File: config.mk
export PLATFORM = sky130hd
export DESIGN_NAME = nonpreemptive_priority_scheduler_core
export DESIGN_NICKNAME = d
export VERILOG_FILES = /design/src/design/npps_pkg.sv /design/src/design/nonpreemptive_priority_scheduler_core.sv /design/src/design/npps_ram.sv
export SDC_FILE = /design/constraint.sdc
export NUM_CORES = 1
export LEC_CHECK = 0
export ABC_AREA = 1
export BUFFER_PORTS_ARGS = -buffer_cell sky130_fd_sc_hd__buf_2
export CORE_ASPECT_RATIO = 1.1
export CORE_MARGIN = 4
export CORE_UTILIZATION = 55
export DETAILED_ROUTE_END_ITERATION = 6
export PLACE_DENSITY = 0.71
export SLEW_MARGIN = 25
export SYNTH_ARGS = -nofsm -noshare
export SYNTH_HDL_FRONTEND = slang
export SYNTH_SLANG_ARGS = --single-unit
File: constraint.sdc
create_clock -name clk -period 10 [get_ports clk]
set_clock_uncertainty 0.2 [all_clocks]
set_input_delay 0.5 -clock clk [delete_from_list [all_inputs] [get_ports clk]]
set_output_delay 0.5 -clock clk [all_outputs]
set_load 0.05 [all_outputs]
File: src/design/npps_pkg.sv
package npps_pkg;

    localparam int ARR_W  = 16;
    localparam int BUR_W  = 16;
    localparam int PRI_W  = 8;
    localparam int PID_W  = 5;
    localparam int CT_W   = 21;
    localparam int TA_W   = 20;
    localparam int WT_W   = 20;
    localparam int AVG_W  = 28;
    localparam int TW_W   = 24;
    localparam int TT_W   = 25;
    localparam int FRAC_W = 8;
    localparam int DIV_W  = TT_W + FRAC_W;

    typedef struct packed {
        logic [ARR_W-1:0] arrive_at;
        logic [BUR_W-1:0] run_len;
        logic [PRI_W-1:0] priority_req;
        logic             last_process;
    } job_t;

    typedef struct packed {
        logic [PID_W-1:0] process_id;
        logic [CT_W-1:0]  finish_at;
        logic [TA_W-1:0]  turn_len;
        logic [WT_W-1:0]  wait_len;
        logic [AVG_W-1:0] avg_waiting;
        logic [AVG_W-1:0] avg_turnaround;
        logic             last_result;
    } result_t;

    typedef struct packed {
        logic [ARR_W-1:0] arrival;
        logic [BUR_W-1:0] burst;
        logic [PRI_W-1:0] prio;
    } entry_t;

    typedef enum logic [10:0] {
        S_LOAD   = 11'b000_0000_0001,
        S_SCAN_E = 11'b000_0000_0010,
        S_JUMP   = 11'b000_0000_0100,
        S_SCAN_P = 11'b000_0000_1000,
        S_ADV    = 11'b000_0001_0000,
        S_TA     = 11'b000_0010_0000,
        S_WT     = 11'b000_0100_0000,
        S_SUM    = 11'b000_1000_0000,
        S_DIV_W  = 11'b001_0000_0000,
        S_DIV_T  = 11'b010_0000_0000,
        S_EMIT   = 11'b100_0000_0000
    } state_t;

endpackage

File: src/design/nonpreemptive_priority_scheduler_core.sv
// channel  | handshake                  | payload
// job      | job_valid / job_stall      | job    (npps_pkg::job_t)
// result   | result_valid / result_stall| result (npps_pkg::result_t)
//
// a job item is taken whenever job_valid is high while loading; the item marked last, or the one
// that fills MAX_JOBS, starts the schedule and job_stall stays high until the last
// result is registered. each dispatch runs two scans over the single read port of the
// job memory; the final result also waits for the bit-serial divider that forms both
// averages. rst_n clears control state asynchronously; the job memory is not cleared.
// result_stall holds the output register; a dispatch that ends while it is held
// waits to emit.
module nonpreemptive_priority_scheduler_core #(
    parameter int MAX_JOBS = 16
) (
    input  logic              clk,
    input  logic              rst_n,
    input  logic              job_valid,
    output logic              job_stall,
    input  npps_pkg::job_t    job,
    output logic              result_valid,
    input  logic              result_stall,
    output npps_pkg::result_t result
);

    import npps_pkg::*;

    localparam int IW  = (MAX_JOBS > 1) ? $clog2(MAX_JOBS) : 1;
    localparam int CW  = $clog2(MAX_JOBS + 1);
    localparam int DCW = $clog2(DIV_W);
    localparam logic [CW-1:0]  JOBS_MAX = CW'(MAX_JOBS);
    localparam logic [DCW-1:0] DIV_LAST = DCW'(DIV_W - 1);

    state_t              state_reg, state_next;
    logic [CW-1:0]       count_reg, count_next;
    logic [CW-1:0]       disp_reg, disp_next;
    logic [CW-1:0]       scan_reg, scan_next;
    logic                rdv_reg, rdv_next;
    logic [IW-1:0]       rdi_reg, rdi_next;
    logic [MAX_JOBS-1:0] done_reg, done_next;
    logic [CT_W-1:0]     cur_reg, cur_next;
    logic [TW_W-1:0]     tw_reg, tw_next;
    logic [TT_W-1:0]     tt_reg, tt_next;
    logic                any_reg, any_next;
    logic                found_reg, found_next;
    logic                last_reg, last_next;
    logic [DCW-1:0]      dcnt_reg, dcnt_next;
    logic                result_valid_reg, result_valid_next;

    logic [ARR_W-1:0]    earliest_reg, earliest_next;
    logic [IW-1:0]       best_id_reg, best_id_next;
    logic [ARR_W-1:0]    best_arr_reg, best_arr_next;
    logic [BUR_W-1:0]    best_burst_reg, best_burst_next;
    logic [PRI_W-1:0]    best_prio_reg, best_prio_next;
    logic [TA_W-1:0]     ta_reg, ta_next;
    logic [WT_W-1:0]     wt_reg, wt_next;
    logic [CW-1:0]       rem_reg, rem_next;
    logic [DIV_W-1:0]    dq_reg, dq_next;
    logic [AVG_W-1:0]    avg_w_reg, avg_w_next;
    logic [AVG_W-1:0]    avg_t_reg, avg_t_next;
    result_t             result_reg, result_next;

    entry_t              wr_entry;
    entry_t              rd_entry;
    logic                wr_en;
    logic                rd_en;
    logic                scanning;
    logic                scan_done;
    logic                cand_done;
    logic [CW:0]         trial;
    logic                div_ge;
    logic [CW-1:0]       div_rem;
    logic [DIV_W-1:0]    div_q;
    logic [31:0]         pid_full;

    assign wr_en    = (state_reg == S_LOAD) && job_valid;
    assign wr_entry = '{arrival: job.arrive_at, burst: job.run_len,
                        prio: job.priority_req};
    assign scanning = (state_reg == S_SCAN_E) || (state_reg == S_SCAN_P);
    assign rd_en    = scanning && (scan_reg != count_reg);
    assign scan_done = (scan_reg == count_reg) && !rdv_reg;
    assign cand_done = done_reg[rdi_reg];

    npps_ram #(
        .WIDTH ($bits(entry_t)),
        .DEPTH (MAX_JOBS)
    ) u_ram (
        .clk     (clk),
        .wr_en   (wr_en),
        .wr_addr (count_reg[IW-1:0]),
        .wr_data (wr_entry),
        .rd_en   (rd_en),
        .rd_addr (scan_reg[IW-1:0]),
        .rd_data (rd_entry)
    );

    // restoring divider step, one quotient bit per cycle
    assign trial   = {rem_reg, dq_reg[DIV_W-1]};
    assign div_ge  = trial >= {1'b0, count_reg};
    assign div_rem = div_ge ? CW'(trial - {1'b0, count_reg}) : trial[CW-1:0];
    assign div_q   = {dq_reg[DIV_W-2:0], div_ge};

    assign pid_full = 32'(best_id_reg) + 32'd1;

    always_comb
    begin
        state_next        = state_reg;
        count_next        = count_reg;
        disp_next         = disp_reg;
        scan_next         = scan_reg;
        rdv_next          = rd_en;
        rdi_next          = scan_reg[IW-1:0];
        done_next         = done_reg;
        cur_next          = cur_reg;
        tw_next           = tw_reg;
        tt_next           = tt_reg;
        any_next          = any_reg;
        found_next        = found_reg;
        last_next         = last_reg;
        dcnt_next         = dcnt_reg;
        result_valid_next = result_valid_reg;
        earliest_next     = earliest_reg;
        best_id_next      = best_id_reg;
        best_arr_next     = best_arr_reg;
        best_burst_next   = best_burst_reg;
        best_prio_next    = best_prio_reg;
        ta_next           = ta_reg;
        wt_next           = wt_reg;
        rem_next          = rem_reg;
        dq_next           = dq_reg;
        avg_w_next        = avg_w_reg;
        avg_t_next        = avg_t_reg;
        result_next       = result_reg;

        if (result_valid_reg && !result_stall)
        begin
            result_valid_next = 1'b0;
        end

        unique case (state_reg)
            S_LOAD:
            begin
                if (job_valid)
                begin
                    count_next = count_reg + CW'(1);
                    done_next[count_reg[IW-1:0]] = 1'b0;
                    if (job.last_process || (count_reg + CW'(1) == JOBS_MAX))
                    begin
                        state_next = S_SCAN_E;
                        scan_next  = '0;
                        any_next   = 1'b0;
                        disp_next  = '0;
                    end
                end
            end
            S_SCAN_E:
            begin
                if (rd_en)
                begin
                    scan_next = scan_reg + CW'(1);
                end
                if (rdv_reg && !cand_done && (!any_reg || rd_entry.arrival < earliest_reg))
                begin
                    earliest_next = rd_entry.arrival;
                    any_next      = 1'b1;
                end
                if (scan_done)
                begin
                    state_next = S_JUMP;
                end
            end
            S_JUMP:
            begin
                if (CT_W'(earliest_reg) > cur_reg)
                begin
                    cur_next = CT_W'(earliest_reg);
                end
                scan_next  = '0;
                found_next = 1'b0;
                state_next = S_SCAN_P;
            end
            S_SCAN_P:
            begin
                if (rd_en)
                begin
                    scan_next = scan_reg + CW'(1);
                end
                if (rdv_reg && !cand_done && (CT_W'(rd_entry.arrival) <= cur_reg)
                    && (!found_reg || rd_entry.prio < best_prio_reg))
                begin
                    best_id_next    = rdi_reg;
                    best_arr_next   = rd_entry.arrival;
                    best_burst_next = rd_entry.burst;
                    best_prio_next  = rd_entry.prio;
                    found_next      = 1'b1;
                end
                if (scan_done)
                begin
                    state_next = S_ADV;
                end
            end
            S_ADV:
            begin
                cur_next = cur_reg + CT_W'(best_burst_reg);
                done_next[best_id_reg] = 1'b1;
                state_next = S_TA;
            end
            S_TA:
            begin
                ta_next    = TA_W'(cur_reg - CT_W'(best_arr_reg));
                state_next = S_WT;
            end
            S_WT:
            begin
                wt_next    = ta_reg - TA_W'(best_burst_reg);
                tt_next    = tt_reg + TT_W'(ta_reg);
                disp_next  = disp_reg + CW'(1);
                last_next  = (disp_reg + CW'(1)) == count_reg;
                state_next = S_SUM;
            end
            S_SUM:
            begin
                tw_next = tw_reg + TW_W'(wt_reg);
                if (last_reg)
                begin
                    dq_next    = DIV_W'({tw_next, {FRAC_W{1'b0}}});
                    rem_next   = '0;
                    dcnt_next  = '0;
                    state_next = S_DIV_W;
                end
                else
                begin
                    state_next = S_EMIT;
                end
            end
            S_DIV_W:
            begin
                rem_next  = div_rem;
                dq_next   = div_q;
                dcnt_next = dcnt_reg + DCW'(1);
                if (dcnt_reg == DIV_LAST)
                begin
                    avg_w_next = div_q[AVG_W-1:0];
                    dq_next    = {tt_reg, {FRAC_W{1'b0}}};
                    rem_next   = '0;
                    dcnt_next  = '0;
                    state_next = S_DIV_T;
                end
            end
            S_DIV_T:
            begin
                rem_next  = div_rem;
                dq_next   = div_q;
                dcnt_next = dcnt_reg + DCW'(1);
                if (dcnt_reg == DIV_LAST)
                begin
                    avg_t_next = div_q[AVG_W-1:0];
                    state_next = S_EMIT;
                end
            end
            S_EMIT:
            begin
                if (!result_valid_reg || !result_stall)
                begin
                    result_valid_next          = 1'b1;
                    result_next.process_id     = pid_full[PID_W-1:0];
                    result_next.finish_at      = cur_reg;
                    result_next.turn_len       = ta_reg;
                    result_next.wait_len       = wt_reg;
                    result_next.avg_waiting    = last_reg ? avg_w_reg : '0;
                    result_next.avg_turnaround = last_reg ? avg_t_reg : '0;
                    result_next.last_result    = last_reg;
                    if (last_reg)
                    begin
                        done_next  = '0;
                        count_next = '0;
                        cur_next   = '0;
                        tw_next    = '0;
                        tt_next    = '0;
                        state_next = S_LOAD;
                    end
                    else
                    begin
                        scan_next  = '0;
                        any_next   = 1'b0;
                        state_next = S_SCAN_E;
                    end
                end
            end
            default:
            begin
                state_next = S_LOAD;
            end
        endcase
    end

    always_ff @(posedge clk or negedge rst_n)
    begin
        if (!rst_n)
        begin
            state_reg        <= S_LOAD;
            count_reg        <= '0;
            disp_reg         <= '0;
            scan_reg         <= '0;
            rdv_reg          <= 1'b0;
            done_reg         <= '0;
            cur_reg          <= '0;
            tw_reg           <= '0;
            tt_reg           <= '0;
            any_reg          <= 1'b0;
            found_reg        <= 1'b0;
            last_reg         <= 1'b0;
            dcnt_reg         <= '0;
            result_valid_reg <= 1'b0;
        end
        else
        begin
            state_reg        <= state_next;
            count_reg        <= count_next;
            disp_reg         <= disp_next;
            scan_reg         <= scan_next;
            rdv_reg          <= rdv_next;
            done_reg         <= done_next;
            cur_reg          <= cur_next;
            tw_reg           <= tw_next;
            tt_reg           <= tt_next;
            any_reg          <= any_next;
            found_reg        <= found_next;
            last_reg         <= last_next;
            dcnt_reg         <= dcnt_next;
            result_valid_reg <= result_valid_next;
        end
    end

    always_ff @(posedge clk)
    begin
        rdi_reg        <= rdi_next;
        earliest_reg   <= earliest_next;
        best_id_reg    <= best_id_next;
        best_arr_reg   <= best_arr_next;
        best_burst_reg <= best_burst_next;
        best_prio_reg  <= best_prio_next;
        ta_reg         <= ta_next;
        wt_reg         <= wt_next;
        rem_reg        <= rem_next;
        dq_reg         <= dq_next;
        avg_w_reg      <= avg_w_next;
        avg_t_reg      <= avg_t_next;
        result_reg     <= result_next;
    end

    assign job_stall    = (state_reg != S_LOAD);
    assign result_valid = result_valid_reg;
    assign result       = result_reg;

endmodule

File: src/design/npps_ram.sv
module npps_ram #(
    parameter int WIDTH = 40,
    parameter int DEPTH = 16
) (
    input  logic                                        clk,
    input  logic                                        wr_en,
    input  logic [((DEPTH > 1) ? $clog2(DEPTH) : 1)-1:0] wr_addr,
    input  logic [WIDTH-1:0]                            wr_data,
    input  logic                                        rd_en,
    input  logic [((DEPTH > 1) ? $clog2(DEPTH) : 1)-1:0] rd_addr,
    output logic [WIDTH-1:0]                            rd_data
);

    logic [WIDTH-1:0] mem [DEPTH];

    always_ff @(posedge clk)
    begin
        if (wr_en)
        begin
            mem[wr_addr] <= wr_data;
        end
        if (rd_en)
        begin
            rd_data <= mem[rd_addr];
        end
    end

endmodule

==> results by stage <==
Status:
- The run finished with clean final reports.

STA:
- In this run the tightest slew margin relative to its limit is 31.44%.
- The worst hold-check slack is 0.1621 ns.
- Adding up every negative setup slack in the final design gives 0 ns.
- Setup violations remaining at the end of the flow were counted as 0.
- The final count of hold timing violations is 0.
- After layout, the worst setup slack is 5.956 ns.
- The worst path uses 40.44% of the clock period.
- The final critical-path required period is 4.044 ns.
- The worst-margin pin slew is 1.028 ns.
- The maximum clock rate is 247.3 MHz.
- Setup repair after global routing left no endpoint under its margin.
- The number of pins with negative max-slew slack in the final report is 0.

Logic synthesis:
- The fraction of the yosys area taken by sequential cells is 67.14%.
- The post-synthesis average cell area is 11.57 sq um.
- Among all flip-flop cells after synthesis, the most frequent one is sky130_fd_sc_hd__edfxtp_1.
- The basic-gate share of the synthesized area counting and, or, nand and nor cells is 12.26%.
- Counting every instance in the synthesized netlist gives 4261.
- Summing the areas of all fa, ha and maj instances in the mapped netlist gives 4.279% of the synthesized area.
- When the netlist entered floorplanning its net count stood at 4471.
- Yosys mapped the design onto 56 distinct sky130hd cell types.
- The synthesized netlist devotes 10.88% of its cell area to compound gates.
- In this run, synthesis inferred 997 flip-flops with an integrated enable.
- The flip-flop and latch count after synthesis is 1124.
- The synthesized netlist occupies a cell area of 49290 sq um.
- The share of the synthesized netlist area taken by xor and xnor gates is 1.439%.
- Yosys printed 0 warnings.
- In the synthesized netlist the async set-or-reset flop fraction comes to 10.94%.
- After synthesis, the largest family of logic cells by area is simple AND/OR/NAND/NOR gates.
- The portion of synthesized area spent on multiplexers is 0%.

Min path:
- The worst hold-check path type is in2async.

Placement:
- In this run, placement finished with an instance count of 5466.
- The half-perimeter wire length after detailed placement is 75630 microns.
- The placer congestion estimate is 0.9383.
- Summing all placed instances gives a cell area of 51310 sq um.
- OpenSTA, run right after detailed placement, puts the worst setup slack at 5.679 ns.
- The quantity of I/O buffers inserted on ports is 169.

Routing:
- After the first detailed-routing iteration, the DRC count stood at 3190.
- Dividing the detail-routed via count by the number of cells gives 5.834.
- The routed design has 125000 microns of wire.
- The via count is 33330.
- The number of antenna-violating nets in the routed design is 0.
- The DRC violation count after routing is 0.
- The length of the first detailed-routing pass in iterations is 7.
- The per-cell routed wire length is 21.87 microns.

Final layout:
- The core utilization of the finished layout is 62.68%.
- The share of post-route cells with drive strength above 1 is 10.11%.
- The library cell used most frequently in the layout, excluding fill and tap cells, is sky130_fd_sc_hd__edfxtp_1.
- The number of standard cells in the layout, taps in and fillers out is 5713.
- The area used by multi-input combinational logic is 14330 sq um.
- In the final layout, flip-flops and latches occupy 33110 sq um.
- The library cells used most frequently in the layout, excluding fill and tap cells, are 997 x sky130_fd_sc_hd__edfxtp_1, 667 x sky130_fd_sc_hd__nand2_1, 459 x sky130_fd_sc_hd__o21ai_0.
- After the last flow step, the layout net total stands at 4670.
- With fillers left out, the area of the finished cells amounts to 55430 sq um.
- Fill cells in the final layout number 6891.
- The register with the most flip-flops in the layout has 640 of them.
- The area growth from synthesis to layout is 12.45%.

Die:
- The die covers 94490 sq um.
- The core region area is 88430 sq um.
- For this design the top-level I/O count stands at 170.
- Once the floorplan was initialized, standard cells occupied 55.74% of the core.
- The row count is 114.
- The die boundary width is 293.4 microns.
- Measured along the y axis, the die boundary spans 322.0 microns.

Setup path:
- The number of buffers and inverters on the critical path is 3.
- Walking the worst path, the cells encountered are buf_4 -> buf_6 -> buf_4 -> o21ai_0 -> o221ai_1 -> o211ai_1 -> nand3_1.
- The critical path capture point type is a flop.
- The cell with the largest stage delay on the worst path is sky130_fd_sc_hd__buf_4.
- The arrival time of the worst setup path is 4.42 ns.
- The category of the most critical setup path is reg2reg.
- The worst setup path is launched from a flop.
- STA puts the critical path data required time at 10.37 ns.
- Among cell families on the critical path, the largest total delay comes from buffers and inverters.
- In this design, the stage delay of the slowest critical-path cell is 0.81 ns.
- Along the worst path, the maximum fanout reaches 112.
- The library cell appearing most often on the critical path is sky130_fd_sc_hd__buf_4.

Clock tree:
- The clock latency reported for the late side of the worst-skew pair is 0.72 ns.
- CTS saw 1124 sinks.
- Clock-pin slew was measured on the worst setup and hold paths at 0.06 ns.
- The clock tree synthesis step divided the H-tree into 3 levels.
- Post-CTS timing repair inserted 0 buffers for setup.
- TritonCTS built the clock tree.
- In this run, post-CTS repair resized a total of 0 instances.
- The maximum number of buffers from clock root to sink is 3.
- The cell sitting at the root of the clock tree is a sky130_fd_sc_hd__clkbuf_16.
- Counting the buffers created by CTS gives 109.

GRT:
- The first-pass GRT wire length is 188200 microns.
- The global-route total usage across every layer is 26.14%.
- The pin count of the biggest net entering global routing is 113.
- Global routing finished with a remaining overflow of 0.
- The via count of the first global-routing pass is 31983.
- The met3 layer usage reported by global route is 4.448%.
- The met2 routing resource usage after global routing is 43.71%.
- The layer with the highest usage is met2.
- The number of antenna violations at the first check in global routing is 7.
- Global routing used 34.04% of the available met1 tracks.

Power:
- Overall power consumption after layout is estimated at 12.53 mW.
- IR analysis of the VDD net gives a maximum drop of 0.0001668 V.
- The standby leakage power is 20.95 nW.
- The total power per unit cell area is 226.0 nW/um^2.

Job:
- The number of maximum-capacitance violations is 0.
## layer usage
| layer | vias to the layer above | part of all wire [%] | wire, microns |
|---|---|---|---|
| met5 | - | 0.033 | 41 |
| met4 | 6 | 4.4 | 5512 |
| met3 | 275 | 7.3 | 9145 |
| met2 | 1265 | 49 | 60730 |
| met1 | 16148 | 40 | 49540 |
| li1 | 15636 | - | - |
## report_power, final
part	internal (mW)	switching, mW	leakage, nW
logic	0.790	1.82	8.78
registers	5.51	0.255	10.4
clock network	2.39	1.76	1.78
total	8.69	3.84	20.9
## worst reg2reg max path, cell delays in order, from the launching register on
cell and delay, ns:
sky130_fd_sc_hd__dfrtp_4 0.76, sky130_fd_sc_hd__buf_4 0.69, sky130_fd_sc_hd__buf_6 0.69, sky130_fd_sc_hd__buf_4 0.84
sky130_fd_sc_hd__o21ai_0 0.28, sky130_fd_sc_hd__o221ai_1 0.25, sky130_fd_sc_hd__o211ai_1 0.12, sky130_fd_sc_hd__nand3_1 0.11
## cell type report
| cell class | count | share of cell area (%) |
|---|---|---|
| well taps | 1160 | 2.618 |
| clock inverters | 66 | 1.449 |
| repair buffers | 250 | 2.848 |
| diodes | 4 | 0.01806 |
| flip-flops and latches | 1124 | 59.73 |
| clock buffers | 134 | 5.162 |
| inverters | 340 | 2.327 |
| multi-input cells | 2635 | 25.85 |
## cell usage after synthesis, types with 3 or more instances
library cell	n	area (sq um)
sky130_fd_sc_hd__o221ai_1	68	595.6
sky130_fd_sc_hd__edfxtp_1	997	29940
sky130_fd_sc_hd__o211ai_1	26	195.2
sky130_fd_sc_hd__a211oi_1	5	37.54
sky130_fd_sc_hd__xor2_1	48	420.4
sky130_fd_sc_hd__o22ai_1	112	700.7
sky130_fd_sc_hd__inv_1	324	1216
sky130_fd_sc_hd__a31oi_1	14	87.58
sky130_fd_sc_hd__clkbuf_1	110	412.9
sky130_fd_sc_hd__a21boi_0	3	22.52
sky130_fd_sc_hd__fa_1	6	120.1
sky130_fd_sc_hd__nand3b_1	8	60.06
sky130_fd_sc_hd__inv_2	12	45.04
sky130_fd_sc_hd__xnor2_1	33	289.0
sky130_fd_sc_hd__nand3_1	188	940.9
sky130_fd_sc_hd__nand2_2	12	75.07
sky130_fd_sc_hd__buf_1	11	41.29
sky130_fd_sc_hd__or2_2	12	75.07
sky130_fd_sc_hd__o21ai_2	3	26.28
sky130_fd_sc_hd__nor2_1	462	1734
sky130_fd_sc_hd__nand4_1	31	193.9
sky130_fd_sc_hd__a21oi_1	156	780.8
sky130_fd_sc_hd__ha_1	159	1989
sky130_fd_sc_hd__o21ai_1	32	160.2
sky130_fd_sc_hd__nor2_4	3	33.78
sky130_fd_sc_hd__o21ai_0	459	2297
sky130_fd_sc_hd__nand2_4	3	33.78
sky130_fd_sc_hd__buf_4	7	52.55
sky130_fd_sc_hd__nand3_2	3	30.03
sky130_fd_sc_hd__nor2_2	10	62.56
sky130_fd_sc_hd__nor3_1	37	185.2
sky130_fd_sc_hd__a22oi_1	18	135.1
sky130_fd_sc_hd__nand2_1	667	2504
sky130_fd_sc_hd__dfrtp_1	122	3053
sky130_fd_sc_hd__a21o_1	13	97.59
sky130_fd_sc_hd__nor4_1	11	68.82
sky130_fd_sc_hd__dfxtp_1	4	80.08
sky130_fd_sc_hd__o21a_1	9	67.56
sky130_fd_sc_hd__o21bai_1	8	60.06
sky130_fd_sc_hd__buf_2	32	160.2
## kinds of logic (layout without fill, tap and decap cells)
group	count (synthesis)	after routing
AOI/OAI and AO/OA	937	937
buffers and inverters	502	790
other	0	4
and+or+nand+nor	1452	1452
adders and majority gates	165	165
DFF	1124	1124
xor gates and xnor gates	81	81
## path summary, 6_finish.rpt
check	from	endpoint	slack, ns	cells past startpoint
worst max-delay path	scan_reg[0]	u_ram.rd_data[30]	5.96	7
worst min register to register	u_ram.rd_data[18]	best_burst_reg[10]	0.22	0
worst min-delay path	rst_n	tw_reg[18]	0.16	2
worst max register to register	scan_reg[0]	u_ram.rd_data[30]	5.96	7
max in group asynchronous	rst_n	last_reg	8.00	3
min in group clk	job[0]	scan_reg[1]	0.22	8
## what timing repair did
item / in CTS / in global routing
endpoints found under the hold margin: 702 / 0
endpoints found under the setup margin: 0 / 0
hold buffers: 43 / 0
No activity file was read; power rests on OpenSTA's default activity.
